<file path="src/design/rbj_pkg.sv">
// retry backoff jitter: shared types, constants and the xorshift function
// no dependencies; used by every other file of the block

package rbj_pkg;

    localparam int unsigned SEED_W     = 64;
    localparam int unsigned CFG_W      = 14;
    localparam int unsigned ATTEMPT_W  = 8;
    localparam int unsigned DELAY_W    = 13;
    localparam int unsigned BASE_W     = 13;
    localparam int unsigned DIVISOR_W  = 12;
    localparam int unsigned SHIFTED_W  = 18;
    localparam int unsigned SH_W       = 3;
    localparam int unsigned CNT_W      = $clog2(SEED_W);

    localparam logic [CNT_W-1:0]     DIV_LAST        = CNT_W'(SEED_W - 1);
    localparam logic [BASE_W-1:0]    STD_UNIT_MS     = BASE_W'(100);
    localparam logic [SH_W-1:0]      STD_SHIFT_MAX   = SH_W'(6);
    localparam logic [BASE_W-1:0]    STD_CAP_MS      = BASE_W'(5000);
    localparam logic [SH_W-1:0]      FAST_SHIFT_MAX  = SH_W'(4);
    localparam logic [SHIFTED_W-1:0] FAST_CAP_MS     = SHIFTED_W'(250);
    localparam logic [7:0]           FAST_CAP_MULT   = 8'd10;
    localparam logic [CFG_W-1:0]     FAST_BASE_KNEE  = CFG_W'(25);
    localparam logic [CFG_W-1:0]     FAST_BASE_LIMIT = CFG_W'(10000);
    localparam logic [CFG_W-1:0]     FAST_BASE_RESET = CFG_W'(25);
    localparam logic [SEED_W-1:0]    SEED_STD_INIT   = 64'h9e37_79b9_7f4a_7c15;
    localparam logic [SEED_W-1:0]    SEED_FAST_INIT  = 64'h2545_f491_4f6c_dd1d;

    localparam logic MODE_STD  = 1'b0;
    localparam logic MODE_FAST = 1'b1;

    typedef enum logic [1:0] {
        ST_IDLE,
        ST_DIV,
        ST_DONE
    } state_t;

    typedef struct packed {
        logic load;
        logic step;
        logic store;
    } cmd_t;

    function automatic logic [SEED_W-1:0] xorshift_advance(input logic [SEED_W-1:0] s_in);
        logic [SEED_W-1:0] s;
        s = s_in;
        s = s ^ (s << 13);
        s = s ^ (s >> 7);
        s = s ^ (s << 17);
        return s;
    endfunction

endpackage

</file>
<file path="src/design/rbj_if.sv">
// retry backoff jitter: request, response and configuration channel interfaces
// depends on rbj_pkg for field widths

interface rbj_req_if;
    logic                           valid;
    logic                           ready;
    logic                           opcode;
    logic [rbj_pkg::ATTEMPT_W-1:0]  attempt;

    modport source (output valid, output opcode, output attempt, input ready);
    modport sink   (input valid, input opcode, input attempt, output ready);
endinterface

interface rbj_rsp_if;
    logic                           valid;
    logic                           ready;
    logic [rbj_pkg::DELAY_W-1:0]    delay_ms;

    modport source (output valid, output delay_ms, input ready);
    modport sink   (input valid, input delay_ms, output ready);
endinterface

interface rbj_cfg_if;
    logic                           valid;
    logic                           ready;
    logic [rbj_pkg::CFG_W-1:0]      data;

    modport source (output valid, output data, input ready);
    modport sink   (input valid, input data, output ready);
endinterface

</file>
<file path="src/design/rbj_ctrl.sv">
// retry backoff jitter: controller state machine, step counter, result valid
// depends on rbj_pkg for state and command types

module rbj_ctrl
(
    input  logic                    clk,
    input  logic                    rst_n,
    input  logic                    req_valid,
    output logic                    req_ready,
    output logic                    rsp_valid,
    input  logic                    rsp_ready,
    output rbj_pkg::cmd_t           cmd
);

    rbj_pkg::state_t               state_reg, state_next;
    logic [rbj_pkg::CNT_W-1:0]     cnt_reg, cnt_next;
    logic                          out_valid_reg, out_valid_next;
    logic                          out_free;

    assign out_free  = !out_valid_reg || rsp_ready;
    assign req_ready = (state_reg == rbj_pkg::ST_IDLE);
    assign rsp_valid = out_valid_reg;

    // next state
    always_comb
    begin
        state_next = state_reg;
        unique case (state_reg)
            rbj_pkg::ST_IDLE:
            begin
                if (req_valid)
                    state_next = rbj_pkg::ST_DIV;
            end
            rbj_pkg::ST_DIV:
            begin
                if (cnt_reg == rbj_pkg::DIV_LAST)
                    state_next = rbj_pkg::ST_DONE;
            end
            rbj_pkg::ST_DONE:
            begin
                if (out_free)
                    state_next = rbj_pkg::ST_IDLE;
            end
            default:
                state_next = rbj_pkg::ST_IDLE;
        endcase
    end

    // outputs
    always_comb
    begin
        cmd = '0;
        unique case (state_reg)
            rbj_pkg::ST_IDLE: cmd.load  = req_valid;
            rbj_pkg::ST_DIV:  cmd.step  = 1'b1;
            rbj_pkg::ST_DONE: cmd.store = out_free;
            default:          cmd       = '0;
        endcase
    end

    always_comb
    begin
        cnt_next = cnt_reg;
        if (cmd.load)
            cnt_next = '0;
        else if (cmd.step)
            cnt_next = cnt_reg + 1'b1;
        out_valid_next = cmd.store || (out_valid_reg && !rsp_ready);
    end

    always_ff @(posedge clk or negedge rst_n)
    begin
        if (!rst_n)
        begin
            state_reg     <= rbj_pkg::ST_IDLE;
            cnt_reg       <= '0;
            out_valid_reg <= 1'b0;
        end
        else
        begin
            state_reg     <= state_next;
            cnt_reg       <= cnt_next;
            out_valid_reg <= out_valid_next;
        end
    end

    a_load_starts_div: assert property (@(posedge clk) disable iff (!rst_n)
        cmd.load |=> (state_reg == rbj_pkg::ST_DIV) && (cnt_reg == '0))
        else $error("load did not start the division");

    a_div_ends: assert property (@(posedge clk) disable iff (!rst_n)
        (state_reg == rbj_pkg::ST_DIV) && (cnt_reg == rbj_pkg::DIV_LAST)
        |=> state_reg == rbj_pkg::ST_DONE)
        else $error("division did not end after the last step");

    a_store_sets_valid: assert property (@(posedge clk) disable iff (!rst_n)
        cmd.store |=> out_valid_reg)
        else $error("stored result not presented");

    a_store_needs_room: assert property (@(posedge clk) disable iff (!rst_n)
        cmd.store |-> !out_valid_reg || rsp_ready)
        else $error("result overwritten before taken");

    a_one_cmd: assert property (@(posedge clk) disable iff (!rst_n)
        $onehot0({cmd.load, cmd.step, cmd.store}))
        else $error("more than one command at once");

endmodule

</file>
<file path="src/design/rbj_dp.sv">
// retry backoff jitter: base calculation, seed register, bit-serial modulo, result register
// depends on rbj_pkg for widths, constants and the xorshift function

module rbj_dp
(
    input  logic                            clk,
    input  logic                            rst_n,
    input  rbj_pkg::cmd_t                   cmd,
    input  logic                            opcode,
    input  logic [rbj_pkg::ATTEMPT_W-1:0]   attempt,
    input  logic                            cfg_we,
    input  logic [rbj_pkg::CFG_W-1:0]       cfg_data,
    output logic [rbj_pkg::DELAY_W-1:0]     delay_ms
);

    logic [rbj_pkg::CFG_W-1:0]      fast_base_reg;
    logic [rbj_pkg::SEED_W-1:0]     seed_reg;
    logic [rbj_pkg::SEED_W-1:0]     dividend_reg;
    logic [rbj_pkg::DIVISOR_W-1:0]  rem_reg;
    logic [rbj_pkg::DIVISOR_W-1:0]  divisor_reg;
    logic [rbj_pkg::BASE_W-1:0]     base_reg;
    logic [rbj_pkg::DELAY_W-1:0]    delay_reg;

    logic [rbj_pkg::SH_W-1:0]       std_sh, fast_sh;
    logic [rbj_pkg::BASE_W-1:0]     std_shifted, std_base;
    logic [rbj_pkg::CFG_W-1:0]      fast_b;
    logic [rbj_pkg::SHIFTED_W-1:0]  fast_shifted, fast_cap, fast_base;
    logic [rbj_pkg::BASE_W-1:0]     base_next;
    logic [rbj_pkg::SEED_W-1:0]     seed_start, seed_next;
    logic [rbj_pkg::DIVISOR_W:0]    trial;
    logic [rbj_pkg::DIVISOR_W-1:0]  rem_next;

    // standard mode base
    always_comb
    begin
        std_sh      = (attempt > 8'(rbj_pkg::STD_SHIFT_MAX)) ? rbj_pkg::STD_SHIFT_MAX
                                                             : attempt[rbj_pkg::SH_W-1:0];
        std_shifted = rbj_pkg::STD_UNIT_MS << std_sh;
        std_base    = (std_shifted > rbj_pkg::STD_CAP_MS) ? rbj_pkg::STD_CAP_MS : std_shifted;
    end

    // fast mode base
    always_comb
    begin
        fast_b       = (fast_base_reg > rbj_pkg::FAST_BASE_LIMIT) ? rbj_pkg::FAST_BASE_LIMIT
                                                                  : fast_base_reg;
        fast_sh      = (attempt > 8'(rbj_pkg::FAST_SHIFT_MAX)) ? rbj_pkg::FAST_SHIFT_MAX
                                                               : attempt[rbj_pkg::SH_W-1:0];
        fast_shifted = {4'b0, fast_b} << fast_sh;
        if (fast_b >= rbj_pkg::FAST_BASE_KNEE)
            fast_cap = rbj_pkg::FAST_CAP_MS;
        else
            fast_cap = {10'b0, 8'({3'b0, fast_b[4:0]} * rbj_pkg::FAST_CAP_MULT)};
        fast_base    = (fast_shifted > fast_cap) ? fast_cap : fast_shifted;
    end

    always_comb
    begin
        base_next  = (opcode == rbj_pkg::MODE_FAST) ? fast_base[rbj_pkg::BASE_W-1:0] : std_base;
        seed_start = seed_reg;
        if (seed_reg == '0)
            seed_start = (opcode == rbj_pkg::MODE_FAST) ? rbj_pkg::SEED_FAST_INIT
                                                        : rbj_pkg::SEED_STD_INIT;
        seed_next  = rbj_pkg::xorshift_advance(seed_start);
    end

    // one restoring step of the modulo
    always_comb
    begin
        trial    = {rem_reg, dividend_reg[rbj_pkg::SEED_W-1]};
        rem_next = trial[rbj_pkg::DIVISOR_W-1:0];
        if (trial >= {1'b0, divisor_reg})
            rem_next = rbj_pkg::DIVISOR_W'(trial - {1'b0, divisor_reg});
    end

    always_ff @(posedge clk or negedge rst_n)
    begin
        if (!rst_n)
        begin
            fast_base_reg <= rbj_pkg::FAST_BASE_RESET;
            seed_reg      <= '0;
        end
        else
        begin
            if (cfg_we)
                fast_base_reg <= cfg_data;
            if (cmd.load)
                seed_reg <= seed_next;
        end
    end

    always_ff @(posedge clk)
    begin
        if (cmd.load)
        begin
            dividend_reg <= seed_next;
            rem_reg      <= '0;
            base_reg     <= base_next;
            divisor_reg  <= base_next[rbj_pkg::BASE_W-1:1] + 1'b1;
        end
        else if (cmd.step)
        begin
            dividend_reg <= dividend_reg << 1;
            rem_reg      <= rem_next;
        end
        if (cmd.store)
            delay_reg <= base_reg + {1'b0, rem_reg};
    end

    assign delay_ms = delay_reg;

endmodule

</file>
<file path="src/design/retry_backoff_jitter_top.sv">
// retry backoff jitter: top level joining controller and datapath to the channels
// depends on rbj_pkg, rbj_if, rbj_ctrl and rbj_dp
//
// usage:
//   req carries one beat per retry: opcode (0 standard, 1 fast) and attempt
//   rsp returns one beat per request: delay_ms, capped base plus jitter
//   cfg writes fast_base_ms; it is always ready and is meant to be used
//   only while no request is in flight
// timing:
//   a request is taken while req.ready is high; the jitter modulo then runs
//   one bit of the 64-bit seed per cycle, the block then passes to its done
//   state and the result enters the output register once that is free, so
//   rsp.valid is set and req.ready goes high again in the same cycle
//   a new request is taken only once the previous result has been stored
// reset:
//   clears the seed to zero, sets fast_base_ms to 25 and empties the block
// stall:
//   a waiting result holds in the output register while the next request is
//   taken and worked on; if that one finishes first it waits for the output
//   register to drain and req.ready stays low until then

module retry_backoff_jitter_top
(
    input  logic        clk,
    input  logic        rst_n,
    rbj_req_if.sink     req,
    rbj_rsp_if.source   rsp,
    rbj_cfg_if.sink     cfg
);

    rbj_pkg::cmd_t cmd;

    assign cfg.ready = 1'b1;

    rbj_ctrl u_ctrl
    (
        .clk       (clk),
        .rst_n     (rst_n),
        .req_valid (req.valid),
        .req_ready (req.ready),
        .rsp_valid (rsp.valid),
        .rsp_ready (rsp.ready),
        .cmd       (cmd)
    );

    rbj_dp u_dp
    (
        .clk      (clk),
        .rst_n    (rst_n),
        .cmd      (cmd),
        .opcode   (req.opcode),
        .attempt  (req.attempt),
        .cfg_we   (cfg.valid),
        .cfg_data (cfg.data),
        .delay_ms (rsp.delay_ms)
    );

endmodule
</file>
<file path="src/flat_wrapper.sv">
// flat-port wrapper written by rule: the top's interface ports become plain ports
module retry_backoff_jitter_top_flat 
  (clk, rst_n, req_valid, req_opcode, req_attempt, req_ready, rsp_valid, rsp_delay_ms, rsp_ready, cfg_valid, cfg_data, cfg_ready);
  rbj_req_if req_i ();
  rbj_rsp_if rsp_i ();
  rbj_cfg_if cfg_i ();
  input  logic clk;
  input  logic rst_n;
  input wire logic [$bits(req_i.valid)-1:0] req_valid;
  input wire logic [$bits(req_i.opcode)-1:0] req_opcode;
  input wire logic [$bits(req_i.attempt)-1:0] req_attempt;
  output wire logic [$bits(req_i.ready)-1:0] req_ready;
  output wire logic [$bits(rsp_i.valid)-1:0] rsp_valid;
  output wire logic [$bits(rsp_i.delay_ms)-1:0] rsp_delay_ms;
  input wire logic [$bits(rsp_i.ready)-1:0] rsp_ready;
  input wire logic [$bits(cfg_i.valid)-1:0] cfg_valid;
  input wire logic [$bits(cfg_i.data)-1:0] cfg_data;
  output wire logic [$bits(cfg_i.ready)-1:0] cfg_ready;
  assign req_i.valid = req_valid;
  assign req_i.opcode = req_opcode;
  assign req_i.attempt = req_attempt;
  assign req_ready = req_i.ready;
  assign rsp_valid = rsp_i.valid;
  assign rsp_delay_ms = rsp_i.delay_ms;
  assign rsp_i.ready = rsp_ready;
  assign cfg_i.valid = cfg_valid;
  assign cfg_i.data = cfg_data;
  assign cfg_ready = cfg_i.ready;
  retry_backoff_jitter_top u_core (.clk(clk), .rst_n(rst_n), .req(req_i), .rsp(rsp_i), .cfg(cfg_i));
endmodule
</file>
<file path="config.mk">
export PLATFORM = sky130hd
export DESIGN_NAME = retry_backoff_jitter_top_flat
export DESIGN_NICKNAME = d
export VERILOG_FILES = /design/src/design/rbj_pkg.sv /design/src/design/rbj_if.sv /design/src/design/rbj_ctrl.sv /design/src/design/rbj_dp.sv /design/src/design/retry_backoff_jitter_top.sv /design/src/flat_wrapper.sv
export SDC_FILE = /design/constraint.sdc
export NUM_CORES = 1
export LEC_CHECK = 0
export BUFFER_PORTS_ARGS = -buffer_cell sky130_fd_sc_hd__buf_2
export CAP_MARGIN = 20
export CORE_ASPECT_RATIO = 1.1
export CORE_MARGIN = 3
export CORE_UTILIZATION = 35
export CTS_CLUSTER_DIAMETER = 120
export CTS_CLUSTER_SIZE = 30
export DETAILED_ROUTE_END_ITERATION = 7
export GPL_TIMING_DRIVEN = 0
export PLACE_DENSITY_LB_ADDON = 0.2
export SETUP_SLACK_MARGIN = 0.2
export SYNTH_ARGS = -nofsm -noshare
export SYNTH_HDL_FRONTEND = slang
export SYNTH_SLANG_ARGS = --single-unit
</file>
<file path="constraint.sdc">
create_clock -name clk -period 5.2 [get_ports clk]
set_clock_uncertainty 0.05 [all_clocks]
set_input_delay 0.52 -clock clk [delete_from_list [all_inputs] [get_ports clk]]
set_output_delay 0.52 -clock clk [all_outputs]
set_load 0.005 [all_outputs]
</file>
==> metrics.log <==
[metrics] top_reg_cell synth: edfxtp_1
[metrics] net count of the mapped netlist: 1383
[metrics] Synth area leaders: edfxtp_1, dfrtp_1, xnor2_1
[metrics] final critical-path required period: 5050 ps
[metrics] Post-synth ARST share: 43.3%
[metrics] Die Wd: 186 um
[metrics] dpl cells: 1792
[metrics] reg2reg path depth: 23
[metrics] most common cell in the synthesized netlist: nand2_1
[metrics] placed wire-length estimate after detailed placement: 27500 um
[metrics] worst min-delay path category: in2reg
[metrics] initial antenna violation count: 0
[metrics] final weighted congestion in routability-driven placement: 0.943
[metrics] Synth cell types: 84
[metrics] average wire length per cell after detail routing: 19.9 um
[metrics] number of global-route vias before repair: 9583
[metrics] r2r startpoint: u_core.u_dp.fast_base_reg[9]
[metrics] overflow left after global routing: 0
[metrics] number of maximum-capacitance constraint violations: 0
[metrics] Clk pwr share: 9.9%
[metrics] Final Hold Slack: 195 ps
[metrics] power share of the combinational group: 59.8%
[metrics] post-synthesis cell area: 0.0124 mm2
[metrics] slew at the pin with the worst max-slew slack: 888 ps
[metrics] instance count of the mapped netlist: 1310
[metrics] Total Die Area: 0.0378 mm2
[metrics] antenna diode instance count: 0
[metrics] number of flip-flops and latches in the synthesized netlist: 201
[metrics] Post-Route Setup TNS: 0 ps
[metrics] GRT Overall Usage: 19.3%
[metrics] run status: finished, final reports clean
[metrics] CTS tree: yes
[metrics] first-pass GRT wire length: 56500 um
[metrics] placed standard-cell area: 0.0132 mm2
[metrics] count of H-tree levels built during CTS: 1
[metrics] initial core utilization: 35.9%
[metrics] final number of setup-violating endpoints: 0
[metrics] DR pass1 iterations: 4
[metrics] switching share of total power: 45.0%
[metrics] RSZ-0062 raised after global routing: true
[metrics] sequential share of power: 30.3%
[metrics] crit share post-route: 97.2%
[metrics] Critical Path End Type: flop
[metrics] number of non-filler instances in the completed layout: 1837
[metrics] Crit path arrival time: 5260 ps
[metrics] register-to-register setup slack: 150 ps
[metrics] leakage dissipation: 5.64 nW
[metrics] layout-stage area growth over the synthesis result: 12.6%
[metrics] Power Density: 667 mW/mm2
[metrics] worst slew slack as a fraction of its limit: 40.8%
[metrics] endpoints failing hold: 0
[metrics] clock transition time at the flip-flop clock pins of the worst setup and hold paths: 110 ps
[metrics] final-layout fill cell count: 3524
[metrics] overall die height: 204 um
[metrics] first-iteration detailed-routing DRC count: 574
[metrics] WS Path Type: reg2reg
[metrics] number of enable flip-flop cells after synthesis: 102
[metrics] sw power: 4.20 mW
[metrics] share of cells above drive strength 1: 12.3%
[metrics] I/O Pins: 44
[metrics] worst-case clock buffer depth: 3
[metrics] Core Box Area: 0.0346 mm2
[metrics] worst voltage drop across the vdd grid: 0.262 mV
[metrics] internal power summed over all cells: 5.13 mW
[metrics] area of all placed cells without fillers: 0.0140 mm2
[metrics] total clock sinks: 201
[metrics] sequential-to-total area share from yosys stat: 44.1%
[metrics] end point of the critical path: u_core.u_dp.divisor_reg[7]
[metrics] final routed wirelength across all metal layers: 36600 um
[metrics] number of vias per cell after detailed routing: 5.31
[metrics] post-detailed-route DRC marker count: 0
[metrics] Yosys warnings: 0
[metrics] syn_area_per_cell: 9.49 um2
[metrics] total vias in the final route: 9763
[metrics] count of pins over their slew limit: 0
[metrics] leading cell types by count after synthesis: nand2_1, xnor2_1, nor2_1
[metrics] maximum fanout along the worst path: 5
[metrics] clock network latency to the later pin of the worst-skew pair: 490 ps
[metrics] worst reg2reg endpoint: u_core.u_dp.divisor_reg[7]
[metrics] library cell used as clock root buffer: clkbuf_16
[metrics] final standard cell utilization of the core: 40.4%
[metrics] pin count of the biggest net entering global routing: 66
[metrics] area fraction of the dominant cell type after synthesis: 24.6%
[metrics] number of nets still failing antenna checks after routing: 0
[metrics] leading area contributor after synthesis: edfxtp_1
[metrics] Worst setup startpoint: u_core.u_dp.fast_base_reg[9]
[metrics] count of nets after finishing: 1468
[metrics] IO Port Bufs: 41
[metrics] Worst EP required: 5400 ps
[metrics] type of element launching the critical path: flop
[metrics] total clock buffers created by CTS: 10
[metrics] FMAX: 198 MHz
[metrics] standard-cell row count: 71
## placed cells by master, fill, tap and decap left out, drive strengths merged, types with 4 or more instances in the layout
master / count
or3: 15
dfxtp: 12
and2: 6
a21oi: 41
nand2b: 11
nand4: 11
a21o: 32
nor4b: 4
a221o: 6
nor3: 43
nor4: 21
mux2i: 12
clkbuf: 85
o211ai: 16
o31ai: 6
mux2: 12
o21ai: 83
nand2: 162
a21boi: 5
o21a: 30
xnor2: 120
ha: 42
buf: 86
a311oi: 4
and3: 5
a31oi: 12
nor2b: 19
dfrtp: 84
o22a: 5
or2: 8
xor2: 59
edfxtp: 102
inv: 52
nor2: 121
nand3: 14
a211oi: 8
## final cells by class
class                           instances  area, um2  share of cell area (%)
Multi-Input combinational cell        973       6610                    47.2
Clock buffer                           15        290                    2.07
Tap cell                              438        548                    3.91
Inverter                               52        195                    1.39
Sequential cell                       201       5490                    39.2
Buffer                                 84        355                    2.54
Clock inverter                          1       8.76                  0.0626
Timing Repair Buffer                   73        510                    3.65
## worst max-delay path, cell delays in order (launching register included)
cell	delay, ps
dfrtp_2	430
and4_1	200
buf_6	130
and4_1	170
buf_6	120
o211ai_1	240
inv_1	140
ha_4	300
ha_4	130
inv_2	30
fa_2	520
and2_4	160
ha_4	200
nand4_1	110
o21ai_1	100
a21oi_2	160
a221oi_4	70
a2111oi_4	410
nand3_2	170
buf_6	150
or2_1	210
a32o_2	310
and3_4	170
a31o_1	160
## per-layer routing
layer	part of all wire, %	GRT usage [%]
met4	2.7	5.00
met3	4.3	1.77
met1	47	27.8
met2	46	31.2
met5	0	0
## power by group through the flow
stage	logic, mW	registers, mW	clock network, mW
final	5.58	2.83	0.926
after global placement	5.43	2.86	0
after global routing	6.13	2.89	1.01
after floorplan	4.23	2.71	0
after detailed placement	5.48	2.86	0
after CTS	5.53	2.83	0.958
## how the worst min path moves through the flow
stage	from	to	slack, ps	cells past startpoint
final	cfg_data[9]	u_core.u_dp.fast_base_reg[9]	200	3
after global routing	cfg_data[10]	u_core.u_dp.fast_base_reg[10]	200	3
after CTS	cfg_data[9]	u_core.u_dp.fast_base_reg[9]	170	3
after detailed placement	rst_n	u_core.u_ctrl.state_reg[1]	430	1
after global placement	u_core.u_ctrl.cnt_reg[5]	u_core.u_ctrl.cnt_reg[5]	440	1
after floorplan	rst_n	u_core.u_ctrl.cnt_reg[0]	170	0
## kinds of logic (layout without fill, tap and decap cells)
logic type / after synthesis / count (layout) / share of synthesized area (%)
other cells: 1 / 1 / 0.0302
compound gates: 274 / 274 / 15.0
simple gates: 450 / 450 / 17.1
mux: 24 / 24 / 2.08
buf+inv: 136 / 225 / 4.38
fa+ha+maj: 45 / 45 / 4.71
xor+xnor: 179 / 179 / 12.6
flops: 201 / 201 / 44.1
## through the flow
stage / power [mW] / worst slack [ps]
finish: 9.34 / 147
global route: 10.0 / -58.0
CTS: 9.32 / 187
detailed placement: 8.35 / -606
global placement: 8.29 / -610
floorplan: 6.94 / 211
## what timing repair did
| item | CTS | global route |
|---|---|---|
| pin swaps | 17 | 20 |
| buffers inserted | 19 | 9 |
| gates resized for setup | 31 | 21 |
| hold buffers | 1 | 0 |
| endpoints found under the hold margin | 19 | 0 |
| setup endpoints to repair | 15 | 9 |
| cloned | 0 | 0 |
Power figures use the tool's default switching activity.
